**src/rtl/core/cfs_pkg.sv**
```systemverilog
package cfs_pkg;

    localparam int TableEntries = 64;
    localparam int MaxReplBytes = 15;

    localparam int CpW       = 21;
    localparam int LenW      = 4;
    localparam int ByteW     = 8;
    localparam int IdxW      = $clog2(TableEntries);
    localparam int UsedW     = $clog2(TableEntries + 1);
    localparam int ByteAddrW = $clog2(TableEntries * MaxReplBytes);

    localparam logic [CpW-1:0] CharUpperA = CpW'('h41);
    localparam logic [CpW-1:0] CharUpperZ = CpW'('h5A);
    localparam logic [CpW-1:0] CaseOffset = CpW'('h20);

    typedef enum logic [1:0] {
        OP_FOLD        = 2'd0,
        OP_WRITE_KEY   = 2'd1,
        OP_WRITE_BYTE  = 2'd2
    } opcode_t;

    typedef enum logic [1:0] {
        ST_IDLE,
        ST_SCAN,
        ST_EMIT
    } state_t;

    typedef struct packed {
        logic capture;
        logic wr_key;
        logic wr_byte;
        logic scan_next;
        logic take_hit;
        logic take_miss;
        logic emit_next;
    } cmd_t;

    typedef struct packed {
        logic hit;
        logic scan_done;
        logic len_zero;
        logic last;
    } status_t;

endpackage

```
**src/rtl/core/cfs_ctrl.sv**
```systemverilog
module cfs_ctrl
    import cfs_pkg::*;
(
    input  logic       aclk,
    input  logic       aresetn,
    input  logic       s_valid,
    output logic       s_ready,
    input  logic [1:0] s_opcode,
    output logic       m_valid,
    input  logic       m_ready,
    input  status_t    status,
    output cmd_t       cmd
);

    state_t state_reg;
    state_t state_next;

    always_ff @(posedge aclk) begin
        if (!aresetn) begin
            state_reg <= ST_IDLE;
        end else begin
            state_reg <= state_next;
        end
    end

    always_comb begin
        state_next = state_reg;
        cmd        = '0;
        s_ready    = 1'b0;
        m_valid    = 1'b0;
        case (state_reg)
            ST_IDLE: begin
                s_ready = 1'b1;
                if (s_valid) begin
                    case (s_opcode)
                        OP_FOLD: begin
                            cmd.capture = 1'b1;
                            state_next  = ST_SCAN;
                        end
                        OP_WRITE_KEY:  cmd.wr_key  = 1'b1;
                        OP_WRITE_BYTE: cmd.wr_byte = 1'b1;
                        default: ;
                    endcase
                end
            end
            ST_SCAN: begin
                if (status.hit) begin
                    cmd.take_hit = 1'b1;
                    state_next   = status.len_zero ? ST_IDLE : ST_EMIT;
                end else if (status.scan_done) begin
                    cmd.take_miss = 1'b1;
                    state_next    = ST_EMIT;
                end else begin
                    cmd.scan_next = 1'b1;
                end
            end
            ST_EMIT: begin
                m_valid = 1'b1;
                if (m_ready) begin
                    if (status.last) begin
                        state_next = ST_IDLE;
                    end else begin
                        cmd.emit_next = 1'b1;
                    end
                end
            end
            default: state_next = ST_IDLE;
        endcase
    end

endmodule

```
**config.mk**
```make
export PLATFORM = sky130hd
export DESIGN_NAME = cfs_ctrl
export DESIGN_NICKNAME = d
export VERILOG_FILES = /design/src/rtl/core/cfs_pkg.sv /design/src/rtl/core/cfs_ctrl.sv
export SDC_FILE = /design/constraint.sdc
export NUM_CORES = 1
export LEC_CHECK = 0
export BUFFER_PORTS_ARGS = -buffer_cell sky130_fd_sc_hd__buf_2
export CAP_MARGIN = 10
export CORE_AREA = 2 2 39 41
export CTS_BUF_LIST = sky130_fd_sc_hd__clkbuf_16
export DETAILED_ROUTE_END_ITERATION = 12
export DIE_AREA = 0 0 41 43
export MAX_ROUTING_LAYER = met4
export SYNTH_ARGS = -nofsm -noshare
export SYNTH_HDL_FRONTEND = slang
export SYNTH_SLANG_ARGS = --single-unit
```
**constraint.sdc**
```tcl
create_clock -name aclk -period 1.2 [get_ports aclk]
set_input_delay 0.12 -clock aclk [delete_from_list [all_inputs] [get_ports aclk]]
set_output_delay 0.12 -clock aclk [all_outputs]
set_load 0.01 [all_outputs]
```
; Word-level counts from Yosys, hierarchy flattened
; Cells that the tools add are included.
[classes]
mux = 24
reduce_logical = 3
eq_ne = 9
[ops]
columns = operator, count
row1 = $mux W2, 7
row2 = $mux W1, 13
row3 = $mux W3, 3
row4 = $ne A2 B2 Y1 const B, 3
row5 = $pmux W2 S3, 1
row6 = $reduce_and A5 Y1, 1
row7 = $eq A2 B1 Y1 const B, 2
row8 = $eq A2 B2 Y1 const B, 2
row9 = $logic_not A2 Y1, 2
row10 = $ne A3 B3 Y1 const B, 1
row11 = $ne A2 B1 Y1 const B, 1
[word_totals]
in_bits = 10
output_inout_bits = 9
register_bits = 2

; Depth between registers and ports, before layout
[logic_depth]
ltp_word = 4
mapped_depth = 3
mapped_depth_nobuf = 3

; Worst setup path after synthesis
; OpenSTA, ideal clock, no wires.
[synth_path]
path_kind = reg2out
start = register state_reg[1]
end = output port cmd[0] (netlist bit)
required_ns = 1.080
slack_ns = 0.158
arrival_ns = 0.922
path_stages_with_launch = 3
path_buffers = 0
cell_sequence = dfxtp_1 > nor2b_1 > and3b_1
[synth_rtl]
columns = item, line_no
row1 = from (decl), cfs_ctrl.sv:15  ; state_t state_reg;
row2 = from (signal assigned), cfs_ctrl.sv:22  ; state_reg <= state_next;
row3 = to (decl), cfs_ctrl.sv:12  ; output cmd_t cmd

==> results by group <==
Drt
  • DR DRC count: 0
  • Routed WL: 565 um
  • Via/cell ratio: 4.20
  • DR WL/cell: 10.3 um
  • Initial DRC count: 2
  • DRT antenna net count: 0
  • TritonRoute pass-1 iters: 2
  • Via count: 231

Global route
  • Total gr overflow: 0
  • Antenna violations before repair: 0
  • Largest net degree at the start of global routing: 7
  • Number of global-route vias before repair: 225
  • First-pass GRT wire length: 834 um
  • Total GRT Usage: 8.62%

Timing
  • Count of pins over their slew limit: 0
  • Part of the cycle the worst path needs: 97.5%
  • Unrepaired setup endpoints after global routing: true
  • F_max: 854 MHz
  • Tmin final: 1170 ps
  • Final Hold Viols: 0
  • Slew headroom: 85.0%
  • Setup Viol. Count Final: 0
  • Worst Skew: 3.76 ps
  • Tightest Pin Transition: 225 ps
  • Post-route setup TNS: 0 ps

Finish
  • Area growth syn-to-layout: 130%
  • Layout cells sized above 1: 71.8%
  • Fin nets: 51
  • Most common cell after layout, fill and taps aside: buf_2
  • Max reg flops: 2
  • Final Cell Area: 400 um^2
  • Final core occ: 28.9%
  • Ant. Diodes: 0
  • Filler instances: 152
  • Most frequent cells in the layout: 17 x buf_2, 3 x clkbuf_16, 2 x and4b_1, 2 x and3b_1, 2 x dfxtp_4

CTS
  • Clock buffer count from CTS: 3
  • Clock Latency Late Sink: 220 ps
  • Clock transition at path regs: 30 ps
  • Post-CTS Setup Inserts: 0
  • Clock Sinks: 2
  • Clk buf depth: 2
  • CTS tree: built
  • CTS root buffer: clkbuf_16
  • H-tree levels: 1

Yosys
  • Gate Count Post-Synth: 18
  • Syn_nets: 28
  • Synthesized area: 174 um^2
  • Number of synthesized register bits: 2
  • YS warnings: 0
  • Avg Inst Size Synth: 9.66 um^2
  • Synth unique cells: 15
  • Post-synthesis sequential area ratio: 23.0%

Floorplan
  • Row count: 14
  • Die X: 41 um
  • Initial Util: 12.6%
  • Die height: 43 um
  • Placeable Area: 1380 um^2
  • Ports: 19
  • Full die area: 1760 um^2

Worst setup path
  • R2R depth: 3
  • Capturing element type of the critical path: primary output
  • CP startpoint kind: flip-flop
  • Worst Path Arrival: 1050 ps
  • Kind of critical path: reg2out
  • Crit path max fanout: 6
  • Worst EP required: 1080 ps

Pwr
  • Tot Pwr: 631 uW
  • Pwr per Cell Area: 1580 nW/um^2
  • Max VDD drop: 0.578 mV
  • Leak: 0.000199 uW

Place
  • Input/output buffers: 18
  • Placed instance area: 284 um^2
  • Placer congestion estimate: 0.569
  • DPL Wire Length: 408 um

Status
  • Outcome: complete, no violations

Job
  • Max Cap Viol: 0

Hold path
  • Worst hold-check path type: in2reg
  • Hold Path Stages: 2
[worst max-delay path, stage by stage (launching register included)]
cell      delay (ps)
dfxtp_4          360
nor2_4           120
and4bb_4         250
buf_6            100
[power breakdown]
| part | total (uW) | internal [uW] | leakage [uW] | switching (uW) |
|---|---|---|---|---|
| clock network | 505 | 424 | 0.0000370 | 80.7 |
| logic | 56.1 | 32.3 | 0.000144 | 23.8 |
| registers | 70.4 | 65.9 | 0.0000178 | 4.51 |
[per-layer routing]
layer | share of wire, % | vias up | global-route usage [%]
li1 | - | 115 | -
met1 | 28 | 99 | 5.10
met2 | 48 | 14 | 12.8
met3 | 20 | 3 | 6.28
met4 | 4.1 | 0 | 10.0
met5 | 0 | - | -
[layout make-up]
type                       count  area (um^2)  area share (%)
multi-input combinational     15          158            39.4
timing repair buffer          18         96.3            24.1
clock buffer                   3         75.1            18.8
sequential                     2         47.5            11.9
tap                           16         20.0            5.00
inverter                       1         3.75           0.938
[timing repair]
item	4_1_cts	5_1_grt
hold buffers	0	0
endpoints found under the setup margin	3	4
pin swaps	0	3
hold endpoints to repair	0	0
resized for setup	6	4
cloned	0	0
[logic make-up (layout without fill, tap and decap cells)]
| logic type | Yosys count | after routing | synth area share [%] |
|---|---|---|---|
| simple gates | 12 | 12 | 61.9 |
| mux | 1 | 1 | 5.76 |
| flops | 2 | 2 | 23.0 |
| compound gates | 2 | 2 | 7.19 |
| buf+inv | 1 | 22 | 2.16 |
[worst paths after layout]
| path | endpoint | slack (ps) | from |
|---|---|---|---|
| setup / recovery | cmd[6] | 30 | state_reg[0] |
| hold / removal | state_reg[0] | 130 | aresetn |
| setup reg to reg | state_reg[0] | 310 | state_reg[0] |
| hold reg to reg | state_reg[1] | 550 | state_reg[0] |
[through the flow]
stage,setup WS [ps],cells,hold WS [ps]
floorplan,158,18,238
global placement,184,52,361
detailed placement,177,52,369
CTS,8.92,55,138
global route,-13.5,55,158
finish,29.4,55,133
[synth_stat cells (all sizes together)]
| library cell | n | area share (%) |
|---|---|---|
| and3b | 2 | 10 |
| and4b | 2 | 12 |
| mux2i | 1 | 5.8 |
| inv | 1 | 2.2 |
| nand3 | 1 | 2.9 |
| nor4b | 1 | 8.6 |
| nor2b | 1 | 3.6 |
| nor2 | 1 | 3.6 |
| nand3b | 1 | 4.3 |
| o21ai | 1 | 2.9 |
| dfxtp | 2 | 23 |
| o21a | 1 | 4.3 |
| and4bb | 1 | 9.4 |
| nand2 | 1 | 2.2 |
| nor4bb | 1 | 5.8 |
(Power assumes the default switching activity.)
